--- src/design/ppmfe_pkg.sv ---
// shared types and constants for the ppm frame encoder
// no dependencies; imported by every module of the block
package ppmfe_pkg;

   localparam int NUM_CH      = 8;
   localparam int CH_W        = 12;
   localparam int SYNC_W      = 16;
   localparam int TICKS_W     = 8;
   localparam int INTERVAL_W  = 24;
   localparam int CSR_INDEX_W = 3;
   localparam int CSR_DATA_W  = 16;
   localparam int REQ_TDATA_W = NUM_CH * CH_W;
   localparam int RSP_TDATA_W = 32;

   localparam int DEFAULT_CHANNEL_RST = 1500;

   // register reset values
   localparam logic [TICKS_W-1:0] TICKS_PER_US_RST   = 8'd5;
   localparam logic [CH_W-1:0]    MIN_CHANNEL_US_RST = 12'd1000;
   localparam logic [CH_W-1:0]    MAX_CHANNEL_US_RST = 12'd2000;
   localparam logic [CH_W-1:0]    GAP_US_RST         = 12'd500;
   localparam logic [SYNC_W-1:0]  FRAME_US_RST       = 16'd20000;

   // register indexes
   localparam logic [CSR_INDEX_W-1:0] REG_TICKS_PER_US   = 3'd0;
   localparam logic [CSR_INDEX_W-1:0] REG_MIN_CHANNEL_US = 3'd1;
   localparam logic [CSR_INDEX_W-1:0] REG_MAX_CHANNEL_US = 3'd2;
   localparam logic [CSR_INDEX_W-1:0] REG_GAP_US         = 3'd3;
   localparam logic [CSR_INDEX_W-1:0] REG_FRAME_US       = 3'd4;

   typedef enum logic [1:0] {
      PH_GAP      = 2'd0,
      PH_CH       = 2'd1,
      PH_SYNC_GAP = 2'd2,
      PH_SYNC     = 2'd3
   } phase_type;

   typedef struct packed {
      logic [TICKS_W-1:0] ticks_per_us;
      logic [CH_W-1:0]    min_channel_us;
      logic [CH_W-1:0]    max_channel_us;
      logic [CH_W-1:0]    gap_us;
      logic [SYNC_W-1:0]  frame_us;
   } cfg_type;

   typedef struct packed {
      logic                       mode;
      logic [NUM_CH-1:0][CH_W-1:0] channel;
   } item_type;

   typedef struct packed {
      logic                  line_level;
      logic [INTERVAL_W-1:0] interval_ticks;
      logic                  frame_end;
   } result_type;

endpackage

--- src/design/ppmfe_csr.sv ---
// configuration register file of the ppm frame encoder
// depends on ppmfe_pkg
module ppmfe_csr (
   input  logic                               clock,
   input  logic                               reset,
   input  logic                               csr_valid,
   output logic                               csr_ready,
   input  logic [ppmfe_pkg::CSR_INDEX_W-1:0]  csr_index,
   input  logic [ppmfe_pkg::CSR_DATA_W-1:0]   csr_data,
   output ppmfe_pkg::cfg_type                 cfg
);
   import ppmfe_pkg::*;

   cfg_type cfg_ff;
   cfg_type cfg_in;

   assign csr_ready = 1'b1;
   assign cfg       = cfg_ff;

   always_comb begin
      cfg_in = cfg_ff;
      if (csr_valid) begin
         unique case (csr_index)
            REG_TICKS_PER_US:   cfg_in.ticks_per_us   = csr_data[TICKS_W-1:0];
            REG_MIN_CHANNEL_US: cfg_in.min_channel_us = csr_data[CH_W-1:0];
            REG_MAX_CHANNEL_US: cfg_in.max_channel_us = csr_data[CH_W-1:0];
            REG_GAP_US:         cfg_in.gap_us         = csr_data[CH_W-1:0];
            REG_FRAME_US:       cfg_in.frame_us       = csr_data[SYNC_W-1:0];
            default:            cfg_in = cfg_ff;  // unknown index ignored
         endcase
      end
   end

   always_ff @(posedge clock) begin
      if (reset) begin
         cfg_ff.ticks_per_us   <= TICKS_PER_US_RST;
         cfg_ff.min_channel_us <= MIN_CHANNEL_US_RST;
         cfg_ff.max_channel_us <= MAX_CHANNEL_US_RST;
         cfg_ff.gap_us         <= GAP_US_RST;
         cfg_ff.frame_us       <= FRAME_US_RST;
      end else begin
         cfg_ff <= cfg_in;
      end
   end

endmodule

--- src/design/ppmfe_core.sv ---
// channel buffers, phase sequencer and interval computation
// depends on ppmfe_pkg
module ppmfe_core #(
   parameter int DEFAULT_CHANNEL = ppmfe_pkg::DEFAULT_CHANNEL_RST
) (
   input  logic                  clock,
   input  logic                  reset,
   input  ppmfe_pkg::cfg_type    cfg,
   input  ppmfe_pkg::item_type   item,
   input  logic                  fire,
   output logic                  has_result,
   output ppmfe_pkg::result_type result
);
   import ppmfe_pkg::*;

   localparam logic [CH_W-1:0] DEF_CH = CH_W'(DEFAULT_CHANNEL);
   localparam int RST_SYNC_INT = int'(FRAME_US_RST) - 9 * int'(GAP_US_RST)
                                 - NUM_CH * DEFAULT_CHANNEL;
   localparam logic [SYNC_W-1:0] RST_SYNC = SYNC_W'(RST_SYNC_INT);
   localparam logic [3:0] NUM_CH_CNT = 4'(NUM_CH);

   logic [NUM_CH-1:0][CH_W-1:0] staging_ff, staging_in;
   logic [1:0][NUM_CH-1:0][CH_W-1:0] buf_ff;
   logic [1:0][SYNC_W-1:0] buf_sync_ff;
   logic write_slot_ff;
   logic [NUM_CH-1:0][CH_W-1:0] active_ff;
   logic [SYNC_W-1:0] active_sync_ff;
   phase_type phase_ff, phase_in;
   logic [3:0] count_ff, count_in;
   logic skip_ff;

   logic [SYNC_W-1:0] ch_sum;
   logic [SYNC_W-1:0] gap9;
   logic [SYNC_W-1:0] sync_new;
   logic [SYNC_W-1:0] width_us;
   logic              level;
   logic              fend;
   logic [3:0]        count_inc;
   logic [SYNC_W+TICKS_W-1:0] product;

   // staging update and sync width of the new set
   always_comb begin
      ch_sum = '0;
      for (int i = 0; i < NUM_CH; i++) begin
         if (item.channel[i] >= cfg.min_channel_us && item.channel[i] <= cfg.max_channel_us)
            staging_in[i] = item.channel[i];
         else
            staging_in[i] = staging_ff[i];
         ch_sum = ch_sum + SYNC_W'(staging_in[i]);
      end
      gap9     = {{(SYNC_W-CH_W-3){1'b0}}, cfg.gap_us, 3'b000} + SYNC_W'(cfg.gap_us);
      sync_new = cfg.frame_us - gap9 - ch_sum;
   end

   assign count_inc  = count_ff + 4'd1;
   assign has_result = !item.mode && !skip_ff;

   // pulse step of this compare event
   always_comb begin
      phase_in = phase_ff;
      count_in = count_ff;
      level    = 1'b0;
      fend     = 1'b0;
      width_us = SYNC_W'(cfg.gap_us);
      unique case (phase_ff)
         PH_GAP: begin
            phase_in = PH_CH;
         end
         PH_CH: begin
            level    = 1'b1;
            width_us = SYNC_W'(active_ff[count_ff[2:0]]);
            count_in = count_inc;
            phase_in = (count_inc >= NUM_CH_CNT) ? PH_SYNC_GAP : PH_GAP;
         end
         PH_SYNC_GAP: begin
            phase_in = PH_SYNC;
         end
         PH_SYNC: begin
            level    = 1'b1;
            width_us = active_sync_ff;
            fend     = 1'b1;
            phase_in = PH_GAP;
            count_in = '0;
         end
         default: begin
            phase_in = PH_GAP;
         end
      endcase
   end

   assign product = width_us * cfg.ticks_per_us;

   always_comb begin
      result.line_level     = level;
      result.interval_ticks = product[INTERVAL_W-1:0];
      result.frame_end      = fend;
   end

   always_ff @(posedge clock) begin
      if (reset) begin
         staging_ff     <= '0;
         buf_ff         <= {(2 * NUM_CH){DEF_CH}};
         buf_sync_ff    <= {2{RST_SYNC}};
         write_slot_ff  <= 1'b0;
         active_ff      <= {NUM_CH{DEF_CH}};
         active_sync_ff <= RST_SYNC;
         phase_ff       <= PH_GAP;
         count_ff       <= '0;
         skip_ff        <= 1'b1;
      end else if (fire) begin
         if (item.mode) begin
            staging_ff                 <= staging_in;
            buf_ff[write_slot_ff]      <= staging_in;
            buf_sync_ff[write_slot_ff] <= sync_new;
            write_slot_ff              <= !write_slot_ff;
         end else if (skip_ff) begin
            skip_ff <= 1'b0;
         end else begin
            phase_ff <= phase_in;
            count_ff <= count_in;
            if (phase_ff == PH_SYNC) begin
               active_ff      <= buf_ff[!write_slot_ff];
               active_sync_ff <= buf_sync_ff[!write_slot_ff];
            end
         end
      end
   end

endmodule

--- src/design/ppm_frame_encoder.sv ---
// top level of the eight-channel ppm frame encoder
// depends on ppmfe_pkg, ppmfe_csr and ppmfe_core
//
// A request with tuser high submits eight channel widths (in microseconds);
// widths inside the min/max limits update the staging set, which is copied
// with its sync width into the write slot of a double buffer. A request with
// tuser low is a timer compare event and yields one response: the pin level
// for the next interval and that interval in timer ticks; tlast marks the
// sync-high step that ends a frame, at which the next frame's widths load
// from the buffer slot not being written. The first compare event after
// reset yields no response, and submits never do. One request is accepted
// every clock cycle unless a response waits on a full output register; each
// response makes a single pass from the input register through the sequencer
// into the output register. Configuration writes are taken at any time but
// should be made only while no request is in flight.
module ppm_frame_encoder #(
   parameter int DEFAULT_CHANNEL = ppmfe_pkg::DEFAULT_CHANNEL_RST
) (
   input  logic                               clock,
   input  logic                               reset,
   // request channel
   input  logic                               req_tvalid,
   output logic                               req_tready,
   // channel_0 .. channel_7, 12 bits each, channel_0 lowest
   input  logic [ppmfe_pkg::REQ_TDATA_W-1:0]  req_tdata,
   // mode: 0 compare event, 1 submit
   input  logic                               req_tuser,
   // response channel
   output logic                               rsp_tvalid,
   input  logic                               rsp_tready,
   // line_level [0], interval_ticks [24:1], zero pad [31:25]
   output logic [ppmfe_pkg::RSP_TDATA_W-1:0]  rsp_tdata,
   // frame_end
   output logic                               rsp_tlast,
   // configuration write channel
   input  logic                               csr_valid,
   output logic                               csr_ready,
   input  logic [ppmfe_pkg::CSR_INDEX_W-1:0]  csr_index,
   input  logic [ppmfe_pkg::CSR_DATA_W-1:0]   csr_data
);
   import ppmfe_pkg::*;

   cfg_type    cfg;
   item_type   item_ff;
   logic       item_valid_ff;
   logic       has_result;
   result_type result;
   result_type rsp_ff;
   logic       rsp_valid_ff;
   logic       rsp_free;
   logic       fire;

   // output register can take a new response this cycle
   assign rsp_free   = !rsp_valid_ff || rsp_tready;
   // a request with no response never waits on the output side
   assign fire       = item_valid_ff && (!has_result || rsp_free);
   assign req_tready = !item_valid_ff || fire;

   ppmfe_csr u_csr (
      .clock     (clock),
      .reset     (reset),
      .csr_valid (csr_valid),
      .csr_ready (csr_ready),
      .csr_index (csr_index),
      .csr_data  (csr_data),
      .cfg       (cfg)
   );

   ppmfe_core #(
      .DEFAULT_CHANNEL (DEFAULT_CHANNEL)
   ) u_core (
      .clock      (clock),
      .reset      (reset),
      .cfg        (cfg),
      .item       (item_ff),
      .fire       (fire),
      .has_result (has_result),
      .result     (result)
   );

   // input register, control part
   always_ff @(posedge clock) begin
      if (reset) begin
         item_valid_ff <= 1'b0;
      end else if (req_tready) begin
         item_valid_ff <= req_tvalid;
      end
   end

   // input register, payload
   always_ff @(posedge clock) begin
      if (req_tready && req_tvalid) begin
         item_ff.mode    <= req_tuser;
         item_ff.channel <= req_tdata;
      end
   end

   // output register, control part
   always_ff @(posedge clock) begin
      if (reset) begin
         rsp_valid_ff <= 1'b0;
      end else if (fire && has_result) begin
         rsp_valid_ff <= 1'b1;
      end else if (rsp_tready) begin
         rsp_valid_ff <= 1'b0;
      end
   end

   // output register, payload
   always_ff @(posedge clock) begin
      if (fire && has_result) begin
         rsp_ff <= result;
      end
   end

   assign rsp_tvalid = rsp_valid_ff;
   assign rsp_tdata  = {{(RSP_TDATA_W - INTERVAL_W - 1){1'b0}},
                        rsp_ff.interval_ticks, rsp_ff.line_level};
   assign rsp_tlast  = rsp_ff.frame_end;

endmodule

--- config.mk ---
export PLATFORM = sky130hd
export DESIGN_NAME = ppm_frame_encoder
export DESIGN_NICKNAME = d
export VERILOG_FILES = /design/src/design/ppmfe_pkg.sv /design/src/design/ppmfe_csr.sv /design/src/design/ppmfe_core.sv /design/src/design/ppm_frame_encoder.sv
export SDC_FILE = /design/constraint.sdc
export NUM_CORES = 2
export LEC_CHECK = 0
export BUFFER_PORTS_ARGS = -buffer_cell sky130_fd_sc_hd__buf_2
export CORE_ASPECT_RATIO = 0.6
export CORE_UTILIZATION = 25
export CTS_BUF_LIST = sky130_fd_sc_hd__clkbuf_8
export CTS_CLUSTER_SIZE = 40
export DETAILED_ROUTE_END_ITERATION = 16
export MAX_ROUTING_LAYER = met4
export PLACE_DENSITY = 0.46
export SLEW_MARGIN = 10
export SYNTH_ARGS = -nofsm -noshare
export SYNTH_HDL_FRONTEND = slang
export SYNTH_SLANG_ARGS = --single-unit
--- constraint.sdc ---
create_clock -name clock -period 9.39 [get_ports clock]
set_input_delay 0.939 -clock clock [delete_from_list [all_inputs] [get_ports clock]]
set_output_delay 0.939 -clock clock [all_outputs]
set_load 0.005 [all_outputs]
# After elaboration in Yosys (flattened, before gate mapping)
# Cells that the tools add are included.
[word_totals]
input_bits = 121
output_inout_bits = 36
wordCells = 165
register_bits = 625
[op_classes]
mux = 28
reduce_logical = 37
n_mul = 1
n_addsub = 11
magnitude_cmp = 21
bitwise_logic = 2
eq_ne = 7
[ops]
columns = ["cell", "count"]
rows = [
  ["96-bit two-way mux", 3],
  ["192-bit bitwise mux", 1],
  ["12-bit two-way mux", 9],
  ["16-bit by 12-bit adder with 16-bit output", 6],
  ["96-bit demux with 1-bit select", 1],
  ["12-bit greater-or-equal comparator", 8],
  ["12-bit <= comparator", 8],
  ["16-bit two-way mux", 3],
  ["12-bit binary-select mux with 3-bit select", 1],
  ["32-bit bitwise mux", 1],
  ["16-bit one-hot mux with 2 select lines", 1],
  ["16-bit subtractor", 2],
  ["16-bit by 8-bit multiplier with 24-bit output", 1],
  ["15-bit by 12-bit adder with 16-bit output", 1],
  ["16-bit demux with 1-bit select", 1],
  ["2-bit AND reduction", 7],
  ["12-bit by 12-bit adder with 13-bit output", 1],
  ["1-bit logical AND", 13],
  ["2-bit one-hot mux with 4 select lines", 1],
  ["4-bit one-hot mux with 2 select lines", 1],
  ["4-bit AND reduction", 2],
  ["3-bit by 2-bit == test with 1-bit output (second input constant)", 2],
  ["1-bit zero test", 6],
  ["4-bit by 1-bit adder with 4-bit output (second input constant)", 1],
  ["17 further kinds", 26],
]

# Depth between registers and ports, before layout
[logic_depth]
word_depth = 12
ltp_mapped = 35
ltp_nobuf = 33

# Modules after synthesis
# From an unflattened synthesis, not the netlist that was laid out.
[unflattened]
hier_cells = 3503
hier_area_um2 = 35898.2
[modules_own_cells]
columns = ["mod", "cells_each", "area_each_um2", "n_inst", "seq_area_each_um2"]
rows = [
  ["ppmfe_core", 3125, 29602.1, 1, 8808.4],
  ["ppm_frame_encoder", 143, 3853.7, 1, 3733.6],
  ["ppmfe_csr", 235, 2442.3, 1, 1201.2],
]

# Worst setup path before layout
# OpenSTA, ideal clock, no wires.
[synth_timing]
kind = "register to register"
start = "reg u_csr.cfg_ff, in the netlist u_csr.cfg[45]"
end = "reg u_core.buf_sync_ff[31] in the netlist's numbering"
path_slack_ns = 1.609
setup_ns = 0.062
t_required_ns = 9.328
stages_incl_launch_ff = 36
n_path_buf = 2
arrival_time_ns = 7.720
synth_period_minus_slack_ns = 7.781
path_cell_list = "dfxtp_1 > inv_1 > ha_1 > a21o_1 > a21o_1 > a221oi_1 > o31a_1 > buf_2 > buf_2 > o31ai_1 > nand2_1 > ha_1 > inv_1 > fa_1 > nor2b_1 > o21ai_0 > a21boi_0 > o21a_1 > o21ai_0 > a311oi_1 > fa_1 > inv_1 > fa_1 > fa_1 > inv_1 > fa_1 > inv_1 > fa_1 > inv_1 > ha_1 > a21o_1 > a21o_1 > a21oi_1 > o2111ai_1 > a2111o_1 > nand3_1"
[synth_rtl]
columns = ["item", "line_no", "rtl"]
rows = [
  ["start, declared", "ppmfe_csr.sv:14", "cfg_type cfg_ff;"],
  ["start signal, assigned", "ppmfe_csr.sv:42", "cfg_ff <= cfg_in;"],
  ["end signal, assigned", "ppmfe_core.sv:103", "buf_sync_ff <= {2{RST_SYNC}};"],
  ["end signal, assigned by index", "ppmfe_core.sv:114", "buf_sync_ff[write_slot_ff] <= sync_new;"],
  ["end, declared", "ppmfe_core.sv:24", "logic [1:0][SYNC_W-1:0] buf_sync_ff;"],
]

==> out/summary.json <==
{
  "maxSlewHeadroom_pct": 21.7,
  "critPathMaxFanout": 9,
  "gp_congestion": 0.970,
  "whs_path_cells": 1,
  "total_cts_buffers": 101,
  "end_point_of_the_worst_hold_path": "item_ff[89]",
  "vias_per_cell": 5.06,
  "crit_path_end_kind": "flop",
  "port_buffers": 148,
  "final_setup_margin_ps": 470,
  "drive_gt1_share_pct": 10.6,
  "post_cts_hold_buffer_count": 0,
  "vias": 31500,
  "worst_slew_pin_slew_ps": 1170,
  "cts_num_sinks": 625,
  "max_stage_delay_ps": 550,
  "initial_utilization_pct": 25.3,
  "floorplan.die_area_um2": 151000,
  "worstHoldPathType": "input port to flop",
  "grt_antenna_before_repair": 10,
  "wirelength_um": 153000,
  "grt_setup_unrepaired": "false",
  "most_common_library_cell_in_the_layout_ignoring_fill_and_taps": "nand2_1",
  "detail_route.first_pass.iterations": 6,
  "cts.htree.levels": 3,
  "nNetsFinal": 4702,
  "final_cells": 6218,
  "drc": 0,
  "rrSetupSlack_ps": 470,
  "share_of_flip_flops_with_an_asynchronous_set_or_reset_after_synthesis_pct": 0,
  "switching_share_pct": 45.0,
  "slew_viol_final": 0,
  "rr_startpoint": "u_csr.cfg[45]",
  "worst-setup-path-type": "flop to flop",
  "post_synth.cell_area_avg_um2": 9.32,
  "worst_skew_pair.late_latency_ps": 870,
  "postSynth.topFlopCell": "dfxtp_1",
  "fp.coreArea_um2": 148000,
  "dieWidth_um": 502,
  "post_synth_inst_count": 4021,
  "design.portCount": 157,
  "worst-r2r-cell-count": 33,
  "yosysSeqAreaShare_pct": 36.7,
  "hold_violations": 0,
  "core.rowCount": 109,
  "outcome": "complete, no violations",
  "grt_start_max_net_pins": 145,
  "worst_r2r_endpoint": "u_core.buf_sync_ff[31]",
  "power.internal_mw": 5.86,
  "synth-edff-count": 123,
  "crit_path_start_kind": "flop",
  "max_cap_violations": 0,
  "crit_path_top_delay_cell": "a311oi_1",
  "synth.distinct_cells": 72,
  "vdd.ir_drop.worst_v": 0.000553,
  "clock_pin_slew_on_the_worst_setup_and_hold_paths_ps": 70,
  "overflow": 0,
  "num-fill-cells": 15700,
  "final_min_period_over_clock_period_pct": 95.0,
  "arrival_ps": 9700,
  "skew_ps": 102,
  "pwr-share-comb_pct": 48.5,
  "postSynthRegisterBits": 625,
  "post_route_antenna_net_violation_count": 0,
  "post-place-cells": 6022,
  "via_count_of_the_first_global_routing_pass": 28500,
  "finalWorstPathRequiredPeriod_ps": 8920,
  "dp.final_hpwl_um": 117000,
  "cts_buffer_depth": 3,
  "power.share.clock_pct": 23.4,
  "drt_iter0_drc": 3291,
  "timing.fmax_ghz": 0.112,
  "hp-start": "req_tdata[89]",
  "synth.yosys.warnings": 0,
  "synth.cell_area_um2": 37500,
  "gr-usage-all-layers_pct": 20.5,
  "report.final.setup_viol": 0,
  "share_of_power_burned_in_registers_pct": 28.1,
  "setup-tns-final_ps": 0,
  "root_buffer": "clkbuf_8",
  "dpl_worst_slack_ps": 628,
  "leakagePower_nw": 17.4,
  "required_ps": 10170,
  "power.density_nw_per_um2": 250,
  "grt_first_pass_wirelength_um": 216000,
  "area_delta_synth_final_pct": 13.7,
  "switchingPower_mw": 4.80,
  "vertical_die_dimension_um": 302,
  "routedWlPerCell_um": 24.6,
  "cts_tree": "built",
  "layout.cells.most_common_list": "612 x nand2_1, 499 x dfxtp_1, 320 x inv_1, 273 x ha_1, 248 x nor2_1"
}
-- cells in the mapped netlist, drive strengths merged (11+ instances only) --
master | number | area [um^2]
xor2 | 17 | 149
nor2 | 251 | 942
inv | 280 | 1050
a311o | 16 | 160
nand4 | 89 | 557
o31a | 12 | 105
nor3 | 29 | 165
clkbuf | 186 | 698
buf | 56 | 325
o31ai | 51 | 403
a211oi | 64 | 480
nor2b | 17 | 106
dfxtp | 502 | 10000
mux4 | 24 | 541
a311oi | 12 | 105
edfxtp | 123 | 3690
nand2 | 614 | 2300
o21ai | 165 | 826
nor4 | 14 | 133
o21a | 18 | 135
nand3 | 93 | 465
or3 | 13 | 81.3
o211ai | 124 | 931
nand2b | 13 | 81.3
and3 | 11 | 68.8
and2 | 110 | 688
a21oi | 123 | 623
a21o | 49 | 368
a31oi | 156 | 976
mux2i | 228 | 2280
xnor2 | 25 | 219
ha | 273 | 3420
fa | 181 | 3620
-- registers in the layout, summed over array words and instances, names as in the netlist, 4 cells and up, named ones only --
name,count
item_ff,97
rsp_tdata,25
u_core.active_ff,96
u_core.active_sync_ff,16
u_core.buf_ff,192
u_core.buf_sync_ff,32
u_core.count_ff,4
u_core.staging_ff,96
u_csr.cfg,60
-- power by group through the flow --
stage | sequential [mW] | clock, mW | combinational [mW]
floorplan | 2.97 | 0 | 3.45
global route | 3.00 | 2.68 | 5.66
CTS | 2.99 | 2.56 | 5.04
detailed placement | 3.05 | 0 | 5.01
finish | 3.00 | 2.50 | 5.17
global placement | 3.05 | 0 | 5.06
-- logic make-up after synthesis --
kind of cell    Yosys count  synth area share (%)
xor+xnor                 42                 0.982
fa+ha+maj               454                  18.8
mux                     253                  7.56
flops                   625                  36.7
other cells               2                0.0200
compound gates          855                  15.2
buf+inv                 522                  5.54
simple gates           1268                  15.2
-- worst max path at each step --
stage             startpoint                     end  slack (ps)  cells past startpoint
2_1_floorplan  u_csr.cfg[45]  u_core.buf_sync_ff[31]        1610                     35
3_3_place_gp      item_ff[5]  u_core.buf_sync_ff[31]         630                     32
3_5_place_dp      item_ff[5]  u_core.buf_sync_ff[31]         630                     32
4_1_cts        u_csr.cfg[30]  u_core.buf_sync_ff[31]         600                     32
5_1_grt        u_csr.cfg[45]  u_core.buf_sync_ff[31]          30                     33
6_report       u_csr.cfg[45]  u_core.buf_sync_ff[31]         470                     33
-- critical path: cells and delay by family, from the launching register on --
| family | cells | cell delay [ps] |
|---|---|---|
| AND/OR/NAND/NOR | 3 | 360 |
| buffers and inverters | 6 | 520 |
| adder cells (fa/ha/maj) | 9 | 3620 |
| AO/OA/AOI/OAI | 15 | 4020 |
| flip-flops | 1 | 300 |
-- stage by stage --
stage	hold slack (ps)	power, mW	cell area [um^2]	util [%]
6_report	248	10.7	42600	28.8
4_1_cts	174	10.6	42600	28.8
3_5_place_dp	444	8.06	40500	27.4
2_1_floorplan	424	6.42	37500	-
5_1_grt	199	11.3	42600	28.8
3_3_place_gp	441	8.11	40500	27.4
-- metal layers --
layer  track usage [%]  wire [um]  vias to the layer above
met1              32.4      79500                    15500
li1                  -          -                    14500
met3              5.60      15800                      159
met2              24.7      55200                     1354
met4              3.70       2430                        0
met5                 -          0                        -
-- cell type report --
| cell class | count | area [um^2] | share of cell area (%) |
|---|---|---|---|
| timing repair buffer | 239 | 1450 | 3.41 |
| multi-input combinational | 2880 | 21800 | 51.2 |
| tap | 1998 | 2500 | 5.87 |
| clock buffer | 116 | 1600 | 3.75 |
| sequential | 625 | 13700 | 32.3 |
| inverter | 280 | 1060 | 2.49 |
| antenna | 10 | 25.0 | 0.0588 |
| clock inverter | 70 | 420 | 0.987 |
-- repair_timing --
action | CTS | global route
setup endpoints to repair | 0 | 4
gates resized for setup | 0 | 2
buffers inserted | 0 | 0
Note: power is estimated with default switching activity, not from simulation.
